`config.mk`:
```
export PLATFORM = sky130hd
export DESIGN_NAME = pfvn_scale
export DESIGN_NICKNAME = d
export VERILOG_FILES = /design/src/hw/rtl/pfvn_pkg.sv /design/src/hw/rtl/pfvn_scale.sv
export SDC_FILE = /design/constraint.sdc
export NUM_CORES = 2
export LEC_CHECK = 0
export BUFFER_PORTS_ARGS = -buffer_cell sky130_fd_sc_hd__buf_2
export CAP_MARGIN = 30
export CELL_PAD_IN_SITES_DETAIL_PLACEMENT = 1
export CELL_PAD_IN_SITES_GLOBAL_PLACEMENT = 2
export CORE_MARGIN = 8
export CORE_UTILIZATION = 35
export CTS_CLUSTER_DIAMETER = 40
export DETAILED_ROUTE_END_ITERATION = 10
export PLACE_DENSITY = 0.81
export SLEW_MARGIN = 5
export SYNTH_ARGS = -nofsm -noshare
export SYNTH_HDL_FRONTEND = slang
export SYNTH_SLANG_ARGS = --single-unit
```
`constraint.sdc`:
```
create_clock -name clk -period 9.6 [get_ports clk]
set_input_delay 0.96 -clock clk [delete_from_list [all_inputs] [get_ports clk]]
set_output_delay 0.96 -clock clk [all_outputs]
set_load 0.05 [all_outputs]
```
`src/hw/rtl/pfvn_pkg.sv`:
```
// shared constants, types and arithmetic helpers for the periodic fractal value noise block
// no dependencies
package pfvn_pkg;

    localparam int LATTICE_U = 16;
    localparam int LATTICE_V = 8;
    localparam int OCTAVES   = 3;

    localparam int MAX_SIZE = ((LATTICE_U > LATTICE_V) ? LATTICE_U : LATTICE_V) << (OCTAVES - 1);
    localparam int IDX_W    = $clog2(MAX_SIZE + 1);

    localparam logic [31:0] HASH_MUL_U   = 32'd374761393;
    localparam logic [31:0] HASH_MUL_V   = 32'd668265263;
    localparam logic [31:0] HASH_MUL_MIX = 32'd1274126177;

    localparam int NORM     = (1 << OCTAVES) - 1;
    localparam int SUM_W    = 16 + OCTAVES;
    localparam int ABS_W    = 15 + OCTAVES;
    localparam int RECIP_SH = ABS_W;
    localparam int RECIP_W  = RECIP_SH + 1;
    localparam logic [RECIP_W-1:0] RECIP = RECIP_W'((64'd1 << RECIP_SH) / NORM);

    localparam int PIPE_LAT = 10;

    localparam logic [1:0] REG_ARENA_IS_TORUS = 2'd0;
    localparam logic [1:0] REG_TUBE_RADIUS    = 2'd1;
    localparam logic [1:0] REG_WARP_MAX       = 2'd2;
    localparam logic [1:0] REG_WARP_LEVEL     = 2'd3;

    localparam logic [16:0] LEVEL_ONE = 17'd65536;

    typedef logic signed [15:0] noise_t;
    typedef logic signed [16:0] mix_t;

    typedef struct packed {
        logic        arena_is_torus;
        logic [15:0] tube_radius;
        logic [15:0] warp_max;
        logic [16:0] warp_level;
    } cfg_t;

    function automatic noise_t blend(input noise_t a, input noise_t b, input logic [16:0] s);
        logic signed [16:0] d;
        logic signed [34:0] p;
        logic signed [34:0] r;
        d = 17'(b) - 17'(a);
        p = 35'(d) * $signed({18'd0, s});
        r = 35'(a) + (p >>> 16);
        return r[15:0];
    endfunction

    function automatic noise_t corner(input logic [31:0] h2);
        logic [31:0] h3;
        h3 = h2 ^ (h2 >> 16);
        return signed'(h3[31:16]);
    endfunction

endpackage

```
`src/hw/rtl/pfvn_scale.sv`:
```
// amplitude from configuration, final scaling, saturation and result register
// depends on pfvn_pkg
module pfvn_scale (
    input  logic                clk,
    input  logic                rst_n,
    input  pfvn_pkg::cfg_t      cfg,
    input  logic                valid_in,
    input  pfvn_pkg::mix_t      mix,
    output logic                done,
    output logic signed [16:0]  displacement,
    output logic                warp_active
);
    import pfvn_pkg::*;

    logic [31:0]        amp1_prod;
    logic [15:0]        amp1_reg;
    logic [32:0]        amp_prod;
    logic [15:0]        amp_reg;
    logic signed [33:0] prod_reg;
    logic               valid_reg;
    logic signed [18:0] shifted;
    logic signed [16:0] sat;
    logic               active;
    logic signed [16:0] disp_reg;
    logic               active_reg;
    logic               done_reg;

    assign amp1_prod = 32'(cfg.tube_radius) * 32'(cfg.warp_max);
    assign amp_prod  = 33'(amp1_reg) * 33'(cfg.warp_level);
    assign active    = cfg.arena_is_torus && (cfg.warp_level != '0);
    assign shifted   = 19'(prod_reg >>> 15);

    always_comb
    begin
        if (shifted > 19'sd65535)
        begin
            sat = 17'sd65535;
        end
        else if (shifted < -19'sd65535)
        begin
            sat = -17'sd65535;
        end
        else
        begin
            sat = shifted[16:0];
        end
    end

    always_ff @(posedge clk)
    begin
        amp1_reg   <= amp1_prod[31:16];
        amp_reg    <= amp_prod[31:16];
        prod_reg   <= 34'($signed({1'b0, amp_reg})) * 34'(mix);
        disp_reg   <= active ? sat : '0;
        active_reg <= active;
    end

    always_ff @(posedge clk or negedge rst_n)
    begin
        if (!rst_n)
        begin
            valid_reg <= 1'b0;
            done_reg  <= 1'b0;
        end
        else
        begin
            valid_reg <= valid_in;
            done_reg  <= valid_reg;
        end
    end

    assign done         = done_reg;
    assign displacement = disp_reg;
    assign warp_active  = active_reg;

endmodule

```
After elaboration in Yosys (flattened, before gate mapping)
Cells that the tools add are included.

storage, ports and cells
  flip-flop bits (word level) = 86
  latch bits = 0
  bits in writable memories = 0
  memory bits (read-only) = 0
  input bits = 70
  output and inout port bits = 19
  logic and storage cells = 19
  memories = 0

cells by class
  $add $sub $neg = 0
  multipliers = 3
  div/mod/pow operators = 0
  magnitude comparators = 2
  equality and inequality tests = 0
  shifts and indexed selects = 0
  multiplexer cells = 2
  bitwise gates (word level) = 1
  reductions and logical operators = 3

operator list
  kind                                                                             count
  17-bit by 17-bit multiplier with 34-bit output                                   1
  16-bit by 16-bit multiplier with 32-bit output                                   1
  16-bit by 17-bit multiplier with 32-bit output                                   1
  19-bit by 17-bit > comparator with 1-bit output (second input constant)          1
  19-bit by 17-bit less-than comparator with 1-bit output (second input constant)  1
  17-bit 2-to-1 mux                                                                1
  17-bit nonzero test                                                              1
  16-bit 2-to-1 mux                                                                1
  2-bit OR reduction                                                               1
  1-bit logical AND                                                                1
  1-bit inverter                                                                   1

Logic depth before layout (Yosys ltp)
  depth after elaboration = 4
  gate-level depth with buffers = 23
  gate-level depth less buffers = 21

Worst setup path before layout
OpenSTA, ideal clock, no wires.

  path type = in2reg
  start point = input port cfg[7] in the netlist's numbering
  end point = register amp_reg[11]
  library setup time = 72 ps
  arrival = 6168 ps
  required time = 9528 ps
  setup slack = 3360 ps
  stages = 21
  buffers on the path = 1
  path through = clkbuf_1 nand2_1 fa_1 inv_1 fa_1 inv_1 fa_1 inv_1 fa_1 fa_1 inv_1 fa_1 inv_1 ha_1 nand4_2 a2111oi_4 o311ai_2 nand4_2 a41oi_4 o31ai_2 xor2_1

on the way
  cells in the longest elaborated chain, start to end = 1

RTL lines
  element                                         RTL line          RTL
  start: declaration                              pfvn_scale.sv:6   input pfvn_pkg::cfg_t cfg,
  16-bit by 17-bit multiplier with 32-bit output  pfvn_scale.sv:29  assign amp_prod = 33'(amp1_reg) * 33'(cfg.warp_level);
  named net amp_prod[27]                          pfvn_scale.sv:17  logic [32:0] amp_prod;
  end signal: assignment                          pfvn_scale.sv:52  amp_reg <= amp_prod[31:16];
  end: declaration                                pfvn_scale.sv:18  logic [15:0] amp_reg;

The timed path passes the listed nets, and every way through them passes these cells.
A chain may end at the register's enable or synchronous reset.

Worst setup path after layout
  start point = input port cfg[11] in the netlist's numbering
  end point = register amp_reg[14]

Same word-level chain as after synthesis.

==> impl_metrics.env <==
export IMPL_ys_flop_type="dfxtp_1"
export IMPL_cts_tree="built"
export IMPL_grt_pass1_wl_mm=123.1
export IMPL_synth_seq_cells=71
export IMPL_setup_ws_ns=3.051
export IMPL_slew_headroom_pct=37.77
export IMPL_grt_usage_pct=16.89
export IMPL_synth_top_area_cell="fa_1"
export IMPL_hold_viol=0
export IMPL_crit_path_frequent_cell="fa_1"
export IMPL_drive_gt1_share_pct=4.085
export IMPL_syn_to_final_growth_pct=5.985
export IMPL_synth_cell_types=63
export IMPL_path_cells="buf_2 > nand2_1 > fa_1 > fa_1 > fa_1 > inv_1 > fa_1 > fa_1 > inv_1 > fa_1 > inv_1 > ha_1 > a21oi_1 > o21ai_0 > a31oi_1 > o2111ai_1 > a41oi_2 > o21ai_1 > xor2_1"
export IMPL_drt_wl_total_mm=73.51
export IMPL_post_cts_buffers=0
export IMPL_synthCells=3112
export IMPL_rsz0062_at_grt="false"
export IMPL_fmax_mhz=152.7
export IMPL_worst_hold_slack_ns=0.3486
export IMPL_clock_skew_ns=0.01111
export IMPL_routabilityCongestion=0.8057
export IMPL_finalCritPeriodShare_pct=68.22
export IMPL_clock_sinks=71
export IMPL_dr_total_vias=20329
export IMPL_design_core_area_um2=78740
export IMPL_yosys_area_share_simple_pct=17.99
export IMPL_startpoint_type="input port"
export IMPL_synth_edf_count=0
export IMPL_postCtsHoldBufs=0
export IMPL_drt_iter0_markers=594
export IMPL_wl_per_cell_um=17.67
export IMPL_syn_area_per_cell_um2=8.928
export IMPL_synth_mux_area_share_pct=0.03603
export IMPL_ctsResizeCount=0
export IMPL_clkLatencyLatePin_ns=0.36
export IMPL_crit_arrival_ns=6.80
export IMPL_vias_per_cell=4.886
export IMPL_synth_async_reset_ratio_pct=2.817
export IMPL_die_area_um2=88660
export IMPL_core_rowCount=103
export IMPL_route_detailed_drc=0
export IMPL_report_final_slew_viol_count=0
export IMPL_synth_xor_area_share_pct=1.797
export IMPL_synth_seq_area_share_pct=5.152
export IMPL_layout_nets=4104
export IMPL_end_kind="flop"
export IMPL_dp_hpwl_mm=60.98
export IMPL_yosys_area_share_adder_pct=58.28
export IMPL_yosys_cell_count_top_type="inv_1"
export IMPL_outcome="finished, final reports clean"
export IMPL_grt_overflow_total=0
export IMPL_tightest_slew_ns=0.9322
export IMPL_drtPass1Iterations=5
export IMPL_post_place_ws_ns=2.691
export IMPL_clk_pin_slew_ns=0.06
export IMPL_synth_top_family_by_area="adder cells"
export IMPL_synth_compound_area_share_pct=5.863
export IMPL_io_buffers=88
export IMPL_synth_top_area_share_pct=43.74
export IMPL_cp_required_ns=9.85
export IMPL_synthesis_nets=4112
export IMPL_grt_max_degree=19
export IMPL_ant_nets=0
export IMPL_antenna_found_initial=4
export IMPL_die_w_um=297.8
export IMPL_syn_cell_area_um2=27780
export IMPL_yosysWarnings=0
export IMPL_clockBufferDepth=2
export IMPL_hp_class="flop to flop"
export IMPL_setup_violations=0
export IMPL_fillers=9326
export IMPL_cts_max_level=3
export IMPL_min_period_ns=6.549
export IMPL_maxCapViolations=0
export IMPL_synth_common_cells="inv_1, fa_1, nand2_1"
export IMPL_chipHeight_um=297.8
export IMPL_yosys_top_cells_area="fa_1, ha_1, inv_1"
export IMPL_start_util_pct=35.29
export IMPL_critical_path_max_fanout=17
export IMPL_critPathSlowestCell="fa_1"
export IMPL_cts_root_buf="clkbuf_16"
export IMPL_grt_pass1_vias=23692
export IMPL_critPathMaxStageDelay_ns=0.53
export IMPL_io_pin_count=89
export IMPL_largest_reg_flops=19
export IMPL_cts_inserted_buffers=9
export IMPL_finalSetupTns_ns=0
export IMPL_worstSetupPathType="input port to flop"
final cells by class:
type | count | area [um^2] | share of cell area [%]
clock inverter | 6 | 45.04 | 0.1530
timing repair buffer | 98 | 515.5 | 1.751
tap | 1050 | 1314 | 4.461
multi-input combinational | 2237 | 23330 | 79.22
inverter | 687 | 2579 | 8.757
antenna | 2 | 5.005 | 0.01700
clock buffer | 10 | 229.0 | 0.7776
sequential | 71 | 1431 | 4.861
routing by layer:
metal / global-route usage, % / vias up / share of wire (%)
met5: 0 / - / 0.037
met4: 3.194 / 4 / 1.6
met3: 2.030 / 82 / 2.6
met2: 31.99 / 241 / 53
met1: 20.43 / 10676 / 43
li1: - / 9326 / -
layout by cell type (no fill, tap or decap), types with 7 or more instances in the layout:
| cell | instances |
|---|---|
| o21ai_0 | 36 |
| and3_1 | 7 |
| nor3_1 | 8 |
| dfxtp_1 | 69 |
| a21o_1 | 38 |
| nor4_1 | 8 |
| clkbuf_16 | 9 |
| xor2_1 | 24 |
| buf_2 | 88 |
| nand2_1 | 441 |
| nor2b_1 | 13 |
| ha_1 | 323 |
| and2_1 | 386 |
| xnor2_1 | 33 |
| nor2_1 | 72 |
| o21a_1 | 12 |
| nand2b_1 | 13 |
| a31oi_1 | 12 |
| o21bai_1 | 9 |
| a211oi_1 | 8 |
| buf_4 | 10 |
| a21oi_1 | 72 |
| inv_1 | 687 |
| nand4_1 | 20 |
| nand3_1 | 28 |
| fa_1 | 607 |
| o21ai_1 | 8 |
cells by family after synthesis:
group,count (synthesis)
adder cells (fa/ha/maj),930
multiplexers,1
buffers and inverters,804
AO/OA/AOI/OAI,242
XOR/XNOR,57
flip-flops,71
AND/OR/NAND/NOR,1007
final timing paths:
path / from / end / slack, ns / cells past startpoint
min reg2reg: valid_reg / done / 0.35 / 0
min: valid_reg / done / 0.35 / 0
max: cfg[11] / amp_reg[14] / 3.05 / 19
max in group asynchronous: rst_n / valid_reg / 9.13 / 1
max reg2reg: amp1_reg[2] / amp_reg[14] / 3.11 / 18
min in group asynchronous: rst_n / done / 0.38 / 1
stage by stage:
step / instances / area (um^2) / util, %
3_5_place_dp: 4143 / 29170 / 37.04
2_1_floorplan: 3112 / 27780 / -
5_1_grt: 4159 / 29440 / 37.39
4_1_cts: 4159 / 29440 / 37.39
6_report: 4161 / 29450 / 37.40
3_3_place_gp: 4143 / 29170 / 37.04
worst max-delay path: cells and delay by family:
family                   cells  cell delay, ns
adder cells (fa/ha/maj)      7            3.35
AO/OA/AOI/OAI                6            1.61
buffers and inverters        4            0.55
XOR/XNOR                     1            0.16
AND/OR/NAND/NOR              1            0.15
Power is not shown: default switching activity piles up to over one toggle a cycle in this logic, so the estimate is an artifact.
