===== config.mk =====
export PLATFORM = sky130hd
export DESIGN_NAME = pfvn_mix
export DESIGN_NICKNAME = d
export VERILOG_FILES = /design/src/hw/rtl/pfvn_pkg.sv /design/src/hw/rtl/pfvn_mix.sv
export SDC_FILE = /design/constraint.sdc
export NUM_CORES = 1
export LEC_CHECK = 0
export ABC_AREA = 1
export BUFFER_PORTS_ARGS = -buffer_cell sky130_fd_sc_hd__buf_2
export CAP_MARGIN = 5
export CORE_ASPECT_RATIO = 2
export CORE_MARGIN = 8
export CORE_UTILIZATION = 50
export DETAILED_ROUTE_END_ITERATION = 6
export PLACE_DENSITY = 0.73
export SLEW_MARGIN = 20
export SYNTH_ARGS = -nofsm -noshare
export SYNTH_HDL_FRONTEND = slang
export SYNTH_SLANG_ARGS = --single-unit

===== constraint.sdc =====
create_clock -name clk -period 7.6 [get_ports clk]
set_input_delay 0.38 -clock clk [delete_from_list [all_inputs] [get_ports clk]]
set_output_delay 0.38 -clock clk [all_outputs]
set_load 0.05 [all_outputs]

===== src/hw/rtl/pfvn_pkg.sv =====
// shared constants, types and arithmetic helpers for the periodic fractal value noise block
// no dependencies
package pfvn_pkg;

    localparam int LATTICE_U = 16;
    localparam int LATTICE_V = 8;
    localparam int OCTAVES   = 3;

    localparam int MAX_SIZE = ((LATTICE_U > LATTICE_V) ? LATTICE_U : LATTICE_V) << (OCTAVES - 1);
    localparam int IDX_W    = $clog2(MAX_SIZE + 1);

    localparam logic [31:0] HASH_MUL_U   = 32'd374761393;
    localparam logic [31:0] HASH_MUL_V   = 32'd668265263;
    localparam logic [31:0] HASH_MUL_MIX = 32'd1274126177;

    localparam int NORM     = (1 << OCTAVES) - 1;
    localparam int SUM_W    = 16 + OCTAVES;
    localparam int ABS_W    = 15 + OCTAVES;
    localparam int RECIP_SH = ABS_W;
    localparam int RECIP_W  = RECIP_SH + 1;
    localparam logic [RECIP_W-1:0] RECIP = RECIP_W'((64'd1 << RECIP_SH) / NORM);

    localparam int PIPE_LAT = 10;

    localparam logic [1:0] REG_ARENA_IS_TORUS = 2'd0;
    localparam logic [1:0] REG_TUBE_RADIUS    = 2'd1;
    localparam logic [1:0] REG_WARP_MAX       = 2'd2;
    localparam logic [1:0] REG_WARP_LEVEL     = 2'd3;

    localparam logic [16:0] LEVEL_ONE = 17'd65536;

    typedef logic signed [15:0] noise_t;
    typedef logic signed [16:0] mix_t;

    typedef struct packed {
        logic        arena_is_torus;
        logic [15:0] tube_radius;
        logic [15:0] warp_max;
        logic [16:0] warp_level;
    } cfg_t;

    function automatic noise_t blend(input noise_t a, input noise_t b, input logic [16:0] s);
        logic signed [16:0] d;
        logic signed [34:0] p;
        logic signed [34:0] r;
        d = 17'(b) - 17'(a);
        p = 35'(d) * $signed({18'd0, s});
        r = 35'(a) + (p >>> 16);
        return r[15:0];
    endfunction

    function automatic noise_t corner(input logic [31:0] h2);
        logic [31:0] h3;
        h3 = h2 ^ (h2 >> 16);
        return signed'(h3[31:16]);
    endfunction

endpackage


===== src/hw/rtl/pfvn_mix.sv =====
// weighted octave sum and division by the weight total, three register stages
// depends on pfvn_pkg
module pfvn_mix (
    input  logic              clk,
    input  logic              rst_n,
    input  logic              valid_in,
    input  pfvn_pkg::noise_t  noise [pfvn_pkg::OCTAVES],
    output logic              valid_out,
    output pfvn_pkg::mix_t    mix
);
    import pfvn_pkg::*;

    logic signed [SUM_W-1:0]      sum_next, sum_reg;
    logic [ABS_W-1:0]             abs_next, abs_reg;
    logic [ABS_W+RECIP_W-1:0]     qprod;
    logic [ABS_W-1:0]             q_reg;
    logic                         neg_reg;
    logic [ABS_W:0]               rem;
    logic [ABS_W-1:0]             qc;
    mix_t                         mix_reg;
    logic [2:0]                   valid_reg;

    always_comb
    begin
        sum_next = '0;
        for (int o = 0; o < OCTAVES; o++)
        begin
            sum_next = sum_next + (SUM_W'(noise[o]) <<< (OCTAVES - 1 - o));
        end
    end

    assign abs_next = sum_reg[SUM_W-1] ? ABS_W'(-sum_reg) : ABS_W'(sum_reg);
    assign qprod    = (ABS_W + RECIP_W)'(abs_next) * (ABS_W + RECIP_W)'(RECIP);
    assign rem      = (ABS_W + 1)'(abs_reg) - (ABS_W + 1)'(q_reg * ABS_W'(NORM));
    assign qc       = (rem >= (ABS_W + 1)'(NORM)) ? ABS_W'(q_reg + ABS_W'(1)) : q_reg;

    always_ff @(posedge clk)
    begin
        sum_reg <= sum_next;
        abs_reg <= abs_next;
        neg_reg <= sum_reg[SUM_W-1];
        q_reg   <= ABS_W'(qprod >> RECIP_SH);
        mix_reg <= neg_reg ? -17'(qc) : 17'(qc);
    end

    always_ff @(posedge clk or negedge rst_n)
    begin
        if (!rst_n)
        begin
            valid_reg <= '0;
        end
        else
        begin
            valid_reg <= {valid_reg[1:0], valid_in};
        end
    end

    assign valid_out = valid_reg[2];
    assign mix       = mix_reg;

endmodule


# --- Word-level counts from Yosys, hierarchy flattened ---
# Cells that the tools add are included.
# W data, S select, Z words.
word_totals:
  elab_cells: 18
  out_inout_bits: 18
  reg_bits: 74
classes:
  muxes: 3
  order_cmp: 1
  n_mul: 2
  add_sub_neg: 6
op_table:
  columns: ["cell", "count"]
  rows:
  - ["$mul A18 B16 Y34 const B", 1]
  - ["$mux W17", 2]
  - ["$add A18 B17 Y19", 1]
  - ["$add A19 B16 Y19", 1]
  - ["$ge A19 B3 Y1 const B", 1]
  - ["$mul A16 B3 Y19 const B", 1]
  - ["$sub A18 B19 Y19", 1]
  - ["$mux W18", 1]
  - ["$neg A18 Y18", 1]
  - ["$add A16 B1 Y17 const B", 1]
  - ["$neg A17 Y17", 1]

# --- Longest topological paths before layout ---
# Gate-level depths: netlist of the first run.
depth:
  ltp_word: 6
  mapped_depth: 32
  ltp_nobuf: 31

# --- Worst setup path before layout of the first run ---
# Ideal clock, no wire load.
synth_path:
  kind: "register -> register"
  from: "register sum_reg[0]"
  to: "register q_reg[14]"
  stages_incl_launch_ff: 30
  n_path_buf: 0
  setup_time_ns: 0.120
  setup_slack_ns: 1.973
  arrival_time_ns: 5.507
  required_time_ns: 7.480
  path_cell_list: "dfxtp_1 > inv_1 > ha_1 > inv_1 > nor3_1 > nor3b_1 > nand3_1 > nand2_1 > o21ai_0 > inv_1 > o21ai_0 > xor2_1 > ha_1 > ha_1 > inv_1 > fa_1 > fa_1 > inv_1 > fa_1 > ha_1 > a21oi_1 > inv_1 > a221o_1 > a21oi_1 > o21ai_0 > nand2_1 > o211ai_1 > nand2_1 > nand3_1 > xor2_1"
synth_between:
  elab_chain_len: 3
synth_rtl:
  columns: ["item", "line", "source"]
  rows:
  - ["from (decl)", "pfvn_mix.sv:13", "logic signed [SUM_W-1:0] sum_next, sum_reg;"]
  - ["from (signal assigned)", "pfvn_mix.sv:39", "sum_reg <= sum_next;"]
  - ["$neg A18 Y18", "pfvn_mix.sv:32", "assign abs_next = sum_reg[SUM_W-1] ? ABS_W'(-sum_reg) : ABS_W'(sum_reg);"]
  - ["$mux W18", "pfvn_mix.sv:32", null]
  - ["net abs_next[14]", "pfvn_mix.sv:14", "logic [ABS_W-1:0] abs_next, abs_reg;"]
  - ["$mul A18 B16 Y34", "pfvn_mix.sv:33", "assign qprod = (ABS_W + RECIP_W)'(abs_next) * (ABS_W + RECIP_W)'(RECIP);"]
  - ["net qprod[32]", "pfvn_mix.sv:15", "logic [ABS_W+RECIP_W-1:0] qprod;"]
  - ["to (signal assigned)", "pfvn_mix.sv:42", "q_reg <= ABS_W'(qprod >> RECIP_SH);"]
  - ["to (decl)", "pfvn_mix.sv:16", "logic [ABS_W-1:0] q_reg;"]
# The timed path passes the listed nets, and every way through them passes these cells.

# --- Worst setup path after layout of the first run ---
layout_path:
  from: "register sum_reg[0]"
  to: "register q_reg[12]"
# The elaborated chain is that of the path after synthesis.

==> impl_metrics.env, run 1 <==
export IMPL_rsz0062_at_grt="no"
export IMPL_crit_path_start_kind="register"
export IMPL_initial_core_util_pct=50.7
export IMPL_clock_fmax_mhz=155
export IMPL_maxSlewHeadroom_pct=49.9
export IMPL_tritoncts="built"
export IMPL_slowest_stage="fa_1"
export IMPL_final_core_utilization_pct=55.5
export IMPL_synth_flop_cell="dfxtp_1"
export IMPL_fin_skew_ns=0.0102
export IMPL_netlist_area_mm2=0.00972
export IMPL_min_period_over_period_pct=85.0
export IMPL_tightest_slew_ns=0.749
export IMPL_viasPerCell=5.08
export IMPL_criticalPathCategory="register to register"
export IMPL_layout_nets=1635
export IMPL_die_w_um=115
export IMPL_clk_latency_ns=0.35
export IMPL_syn_num_nets=1559
export IMPL_grt_antenna_before_repair=0
export IMPL_ys_types=43
export IMPL_synthCells=1250
export IMPL_final_common_cell="inv_1"
export IMPL_hold_start="valid_in"
export IMPL_avgSynthCellArea_um2=7.78
export IMPL_die_h_um=213
export IMPL_wl_per_cell_um=14.9
export IMPL_syn2layout_area_growth_pct=9.55
export IMPL_place_ws_ns=1.10
export IMPL_grt_pass1_vias=8606
export IMPL_drc_errors=0
export IMPL_grt_overflow=0
export IMPL_max_cap_violations=0
export IMPL_setup_viol=0
export IMPL_ys_warn_count=0
export IMPL_pin_count=69
export IMPL_ys_seq_elements=74
export IMPL_synth_edf_count=0
export IMPL_yosysSeqAreaShare_pct=15.4
export IMPL_end_kind="register"
export IMPL_setup_tns_ns=0
export IMPL_cts_buffers=9
export IMPL_drtIter0Drc=173
export IMPL_root_buffer="clkbuf_16"
export IMPL_grt_pass1_wl_um=38800
export IMPL_slowest_delay_ns=0.54
export IMPL_crit_start="sum_reg[0]"
export IMPL_crit_fanout=5
export IMPL_place_congestion=0.941
export IMPL_layout_drive_gt1_share_pct=8.94
export IMPL_rows=72
export IMPL_grt_max_degree=18
export IMPL_status="finished, final reports clean"
export IMPL_hold_path_class="primary input to register"
export IMPL_drtPass1Iterations=4
export IMPL_synthArstFlopShare_pct=4.05
export IMPL_layout_setup_ws_ns=1.14
export IMPL_diodes=0
export IMPL_largest_reg_flops=19
export IMPL_cp_arrival_ns=6.74
export IMPL_dieArea_mm2=0.0244
export IMPL_port_buffers=68
export IMPL_worstPathRequired_ns=7.88
export IMPL_htree_levels=3
export IMPL_cts_buffer_depth=2
export IMPL_finalMaxSlewViolations=0
export IMPL_cpMostUsedCell="inv_1"
export IMPL_finalHoldViolCount=0
export IMPL_ant_nets=0
export IMPL_final_cell_mix="259 x inv_1, 249 x nand2_1, 166 x ha_1"
export IMPL_timing_rr_start="sum_reg[0]"
export IMPL_path_clk_slew_ns=0.05
export IMPL_routed_wl_um=23600
export IMPL_vias=8082
export IMPL_dp_hpwl_um=21300
export IMPL_core_region_area_mm2=0.0192
export IMPL_fin_crit_ns=6.46
export IMPL_clock_sinks=74
export IMPL_track_usage_pct=20.7
metrics by stage:
| step | instances | cell area [um^2] | hold WS, ns |
|---|---|---|---|
| after floorplan | 1250 | 9720 | 0.0844 |
| after global placement | 1573 | 10400 | 0.173 |
| after detailed placement | 1573 | 10400 | 0.177 |
| after CTS | 1590 | 10700 | 0.127 |
| after global routing | 1590 | 10700 | 0.134 |
| final | 1590 | 10700 | 0.136 |
worst paths after layout:
check | to | slack [ns] | depth (start not counted)
worst max-delay path | q_reg[12] | 1.14 | 28
worst min-delay path | valid_reg[0] | 0.14 | 1
worst max register to register | q_reg[12] | 1.14 | 28
worst min register to register | valid_reg[1] | 0.35 | 0
max in group asynchronous | valid_reg[0] | 7.13 | 2
min in group asynchronous | valid_reg[2] | 0.37 | 2
repair_timing:
item / CTS / global route
hold buffers: 1 / 0
endpoints found under the hold margin: 3 / 0
resized for setup: 0 / 0
setup buffers: 0 / 0
area by class of cell:
class	count	area (um^2)
inverters	261	980
clock buffers	11	243
fillers	1789	8540
well taps	259	324
flip-flops and latches	74	1500
multi-input cells	908	7200
repair buffers	72	373
clock inverters	5	30.0
metal layers:
layer / share of wire (%) / up-vias / global-route usage, %
met5: 0 / - / 0
met4: 9.7 / 0 / 19.4
li1: - / 4093 / -
met3: 2.1 / 96 / 2.29
met2: 57 / 170 / 42.1
met1: 31 / 3723 / 16.0
cell usage after synthesis, drive strengths merged (13+ instances only):
library cell	instances	share of area, %
a21oi	57	3.1
dfxtp	71	15
fa	92	19
ha	166	21
inv	261	10
nand2	267	11
nand3	64	3.5
nand4	30	1.9
nor2	84	3.5
nor3	17	0.88
o21ai	32	1.6
xnor2	13	1.2
xor2	58	5.2
critical path: cells and delay by family, from the launching register on:
kind            cells  cell delay [ns]
flops               1             0.35
buf+inv             5             0.33
simple gates        6             0.80
fa+ha+maj           7             2.64
xor+xnor            2             0.63
compound gates      8             1.63
kinds of logic (layout without fill, tap and decap cells):
logic type,after synthesis,count (layout),synth area share [%]
compound gates,107,107,6.15
xor+xnor,71,71,6.40
fa+ha+maj,258,258,40.3
buf+inv,268,349,10.5
flops,74,74,15.4
simple gates,472,472,21.2
Power of run 1 is left out: the tool's default activity adds up to more than one toggle a clock period on the data nets, which glitch-free logic cannot reach.
==> run 2: changes to the inputs <==
Settings changed: ABC_AREA 1 to unset.
==> impl_metrics.env, run 2 <==
export IMPL_yosys_top_cells_count="166 x ha_1, 163 x inv_1, 92 x fa_1"
export IMPL_min_to="valid_reg[0]"
export IMPL_path_clk_slew_ns=0.06
export IMPL_end_kind="register"
export IMPL_r2r_slack_ns=0.36
export IMPL_placed_cells=1232
export IMPL_synth_flop_cell="dfxtp_1"
export IMPL_core_region_area_mm2=0.0181
export IMPL_crit_family="compound AO/OA/AOI/OAI gates"
export IMPL_drtIter0Drc=178
export IMPL_synthArstFlopShare_pct=4.05
export IMPL_drtPass1Iterations=4
export IMPL_cts_buffers=9
export IMPL_cp_arrival_ns=7.52
export IMPL_fin_skew_ns=0.00963
export IMPL_holdPathStages=1
export IMPL_crit_fanout=5
export IMPL_grt_overflow=0
export IMPL_initial_core_util_pct=50.4
export IMPL_cts_buffer_depth=2
export IMPL_ys_seq_elements=74
export IMPL_max_cap_violations=0
export IMPL_final_common_cell="ha_1"
export IMPL_path_buf_inv=0
export IMPL_post_cts_setup_buffer_count=0
export IMPL_ys_types=81
export IMPL_grt_pass1_vias=7528
export IMPL_ys_warn_count=0
export IMPL_placed_cell_area_mm2=0.00969
export IMPL_avgSynthCellArea_um2=9.52
export IMPL_clock_sinks=74
export IMPL_min_period_over_period_pct=95.2
export IMPL_htree_levels=3
export IMPL_setup_viol=0
export IMPL_syn2layout_area_growth_pct=9.50
export IMPL_root_buffer="clkbuf_16"
export IMPL_stdcell_count=1249
export IMPL_dp_hpwl_um=19200
export IMPL_place_congestion=1.02
export IMPL_yosys_area_top_type_share_pct=22.7
export IMPL_clock_fmax_mhz=138
export IMPL_grt_antenna_before_repair=0
export IMPL_final_cell_mix="166 x ha_1, 163 x inv_1, 92 x fa_1"
export IMPL_viasPerCell=5.61
export IMPL_timing_rr_start="sum_reg[2]"
export IMPL_slowest_stage="fa_1"
export IMPL_hold_start="valid_in"
export IMPL_hold_path_class="primary input to register"
export IMPL_synth_most_common_cell="ha_1"
export IMPL_synth_edf_count=0
export IMPL_worstPathCellList="or3_1 > or3b_2 > or4_1 > o41ai_1 > xnor2_1 > ha_1 > ha_1 > fa_1 > fa_1 > fa_1 > ha_1 > a21o_1 > a21o_1 > a21o_1 > a21o_1 > a221o_1 > o41ai_2 > o21bai_1 > a41o_1 > o41ai_2 > o21ba_2 > xor2_1"
export IMPL_syn_num_nets=1269
export IMPL_layout_drive_gt1_share_pct=11.9
export IMPL_reg2reg_depth=22
export IMPL_rsz0062_at_grt="no"
export IMPL_cpMostUsedCell="a21o_1"
export IMPL_synth_top_area_cell="ha_1"
export IMPL_ant_nets=0
export IMPL_yosysSeqAreaShare_pct=16.4
export IMPL_diodes=0
export IMPL_fin_crit_ns=7.24
export IMPL_track_usage_pct=19.4
export IMPL_setup_tns_ns=0
export IMPL_routed_wl_um=21800
export IMPL_finalMaxSlewViolations=0
export IMPL_finalHoldViolCount=0
export IMPL_fin_area_mm2=0.0100
export IMPL_vias=7007
export IMPL_netlist_area_mm2=0.00914
export IMPL_tritoncts="built"
export IMPL_criticalPathCategory="register to register"
export IMPL_die_h_um=207
export IMPL_status="finished, final reports clean"
export IMPL_maxSlewHeadroom_pct=48.8
export IMPL_synthCells=960
export IMPL_largest_reg_flops=19
export IMPL_layout_nets=1337
export IMPL_tightest_slew_ns=0.768
export IMPL_worstPathRequired_ns=7.88
export IMPL_clk_latency_ns=0.35
export IMPL_rows=70
export IMPL_slowest_delay_ns=0.57
export IMPL_grt_max_degree=29
export IMPL_reg2reg_to="q_reg[15]"
export IMPL_die_w_um=112
export IMPL_grt_pass1_wl_um=35200
export IMPL_dieArea_mm2=0.0231
export IMPL_crit_path_start_kind="register"
export IMPL_drc_errors=0
export IMPL_wl_per_cell_um=17.5
export IMPL_pin_count=69
export IMPL_port_buffers=68
export IMPL_synth_area_leaders="ha_1 23%, fa_1 20%, dfxtp_1 16%"
run 2: through the flow:
step                hold WS [ns]  util, %  setup slack, ns
finish                     0.139     55.2            0.362
global route               0.129     55.2           0.0685
detailed placement         0.177     53.4            0.150
floorplan                 0.0844        -            0.405
global placement           0.174     53.4            0.231
CTS                        0.129     55.1            0.112
run 2: how the worst max path moves through the flow:
stage,startpoint,to,slack [ns],cells past startpoint
6_report,sum_reg[2],q_reg[15],0.36,22
5_1_grt,sum_reg[2],q_reg[15],0.07,22
4_1_cts,sum_reg[2],q_reg[15],0.11,22
3_5_place_dp,sum_reg[2],q_reg[15],0.15,22
3_3_place_gp,sum_reg[2],q_reg[15],0.23,22
2_1_floorplan,sum_reg[2],q_reg[15],0.40,22
run 2: cell type report:
| class | instances | area, um^2 |
|---|---|---|
| multi-input cells | 704 | 6930 |
| flip-flops and latches | 74 | 1500 |
| inverters | 163 | 612 |
| clock inverters | 6 | 66.3 |
| fillers | 1624 | 8120 |
| repair buffers | 76 | 403 |
| clock buffers | 10 | 229 |
| well taps | 216 | 270 |
run 2: routing by layer:
metal	vias up	GRT usage, %	share of wire (%)
met5	-	0	0
met1	3372	15.2	31
li1	3386	-	-
met3	79	2.94	2.8
met2	170	39.9	59
met4	0	15.2	7.3
run 2: logic make-up (layout without fill, tap and decap cells):
group | count (synthesis) | after routing | share of synthesized area, %
XOR/XNOR | 85 | 85 | 8.15
adder cells (fa/ha/maj) | 258 | 258 | 42.9
AO/OA/AOI/OAI | 180 | 180 | 14.0
multiplexers | 6 | 6 | 0.698
flip-flops | 74 | 74 | 16.4
AND/OR/NAND/NOR | 175 | 175 | 9.94
buffers and inverters | 182 | 255 | 7.95
run 2: timing repair:
item	CTS	global route
resized for setup	0	2
hold buffers	1	0
hold endpoints to repair	3	0
setup endpoints to repair	0	2
Power of run 2 is left out for the same reason.
==> run 3: changes to the inputs <==
Settings changed: PLACE_DENSITY 0.73 to 0.68, SETUP_SLACK_MARGIN set to 0.4.
==> impl_metrics.env, run 3 (synthesized netlist as in run 2, its figures left out) <==
export IMPL_worstPathCellList="or3_1 > or3b_4 > or4_4 > o41ai_2 > xnor2_1 > ha_1 > ha_1 > fa_1 > fa_1 > fa_1 > ha_2 > a21o_1 > a21o_1 > a21o_1 > a21o_1 > a221o_1 > o41ai_4 > o21bai_2 > a41o_1 > o41ai_4 > o21ba_2 > xor2_1"
export IMPL_slowest_delay_ns=0.57
export IMPL_worstPathRequired_ns=7.87
export IMPL_vias=6981
export IMPL_setup_viol=0
export IMPL_grt_pass1_vias=7542
export IMPL_cts_buffer_depth=2
export IMPL_layout_setup_ws_ns=0.643
export IMPL_cpMostUsedCell="a21o_1"
export IMPL_layout_drive_gt1_share_pct=12.9
export IMPL_finalHoldViolCount=0
export IMPL_min_to="valid_reg[0]"
export IMPL_hold_start="valid_in"
export IMPL_die_h_um=207
export IMPL_multiInputGateArea_mm2=0.00701
export IMPL_routed_wl_um=22200
export IMPL_clk_latency_ns=0.35
export IMPL_crit_family="compound AO/OA/AOI/OAI gates"
export IMPL_initial_core_util_pct=50.4
export IMPL_grt_max_degree=29
export IMPL_final_cell_mix="165 x ha_1, 163 x inv_1, 92 x fa_1"
export IMPL_crit_start="sum_reg[2]"
export IMPL_final_common_cell="ha_1"
export IMPL_hold_path_class="primary input to register"
export IMPL_root_buffer="clkbuf_16"
export IMPL_criticalPathCategory="register to register"
export IMPL_pin_count=69
export IMPL_fillers=1662
export IMPL_holdPathStages=1
export IMPL_path_buf_inv=0
export IMPL_drtIter0Drc=160
export IMPL_crit_path_start_kind="register"
export IMPL_largest_reg_flops=19
export IMPL_port_buffers=68
export IMPL_setup_tns_ns=0
export IMPL_ant_nets=0
export IMPL_drc_errors=0
export IMPL_place_ws_ns=0.162
export IMPL_cts_buffers=9
export IMPL_crit_fanout=5
export IMPL_max_cap_violations=0
export IMPL_path_clk_slew_ns=0.05
export IMPL_clock_fmax_mhz=144
export IMPL_layout_nets=1338
export IMPL_status="finished, final reports clean"
export IMPL_place_congestion=1.02
export IMPL_grt_overflow=0
export IMPL_grt_pass1_wl_um=36000
export IMPL_reg2reg_depth=22
export IMPL_rsz0062_at_grt="no"
export IMPL_maxSlewHeadroom_pct=49.9
export IMPL_core_region_area_mm2=0.0181
export IMPL_tritoncts="built"
export IMPL_dieArea_mm2=0.0231
export IMPL_htree_levels=3
export IMPL_end_kind="register"
export IMPL_diodes=0
export IMPL_dp_hpwl_um=19700
export IMPL_viasPerCell=5.58
export IMPL_grt_antenna_before_repair=0
export IMPL_fin_skew_ns=0.00775
export IMPL_track_usage_pct=19.9
export IMPL_syn2layout_area_growth_pct=10.5
export IMPL_r2r_slack_ns=0.64
export IMPL_drtPass1Iterations=4
export IMPL_min_period_over_period_pct=91.5
export IMPL_fin_crit_ns=6.96
export IMPL_tightest_slew_ns=0.747
export IMPL_cp_arrival_ns=7.22
export IMPL_clock_sinks=74
export IMPL_finalMaxSlewViolations=0
export IMPL_die_w_um=112
export IMPL_wl_per_cell_um=17.8
export IMPL_reg2reg_to="q_reg[15]"
export IMPL_rows=70
export IMPL_regArea_mm2=0.00150
export IMPL_timing_rr_start="sum_reg[2]"
export IMPL_slowest_stage="fa_1"
-- run 3: per-stage QoR --
step	hold slack (ns)	cells	util (%)	cell area, um^2
2_1_floorplan	0.0844	960	-	9140
3_3_place_gp	0.174	1232	53.4	9690
5_1_grt	0.137	1250	55.7	10100
4_1_cts	0.131	1249	55.3	10000
3_5_place_dp	0.181	1232	53.4	9690
6_report	0.143	1250	55.7	10100
-- run 3: worst max-delay path by stage --
stage | endpoint | cells after the start | slack, ns
final | q_reg[15] | 22 | 0.64
after global routing | q_reg[15] | 22 | 0.42
after floorplan | q_reg[15] | 22 | 0.40
after detailed placement | q_reg[15] | 22 | 0.16
after global placement | q_reg[15] | 24 | 0.29
after CTS | q_reg[15] | 22 | 0.44
-- run 3: per-layer routing --
metal	share of wire (%)	up-vias	GRT usage [%]
met2	58	167	40.8
met5	0	-	0
met4	8.1	0	17.1
met1	31	3340	15.3
li1	-	3391	-
met3	2.7	83	2.77
-- run 3: layout make-up --
type | count | share of cell area [%]
multi-input cells | 704 | 69.4
repair buffers | 77 | 4.06
clock buffers | 13 | 2.79
well taps | 216 | 2.68
clock inverters | 3 | 0.186
flip-flops and latches | 74 | 14.8
inverters | 163 | 6.06
-- run 3: timing repair --
item	in CTS	in global routing
pin swaps	0	3
resized for setup	4	12
endpoints found under the setup margin	2	3
setup buffers	0	1
hold endpoints to repair	3	0
hold buffers	1	0
Power of run 3 is left out for the same reason.
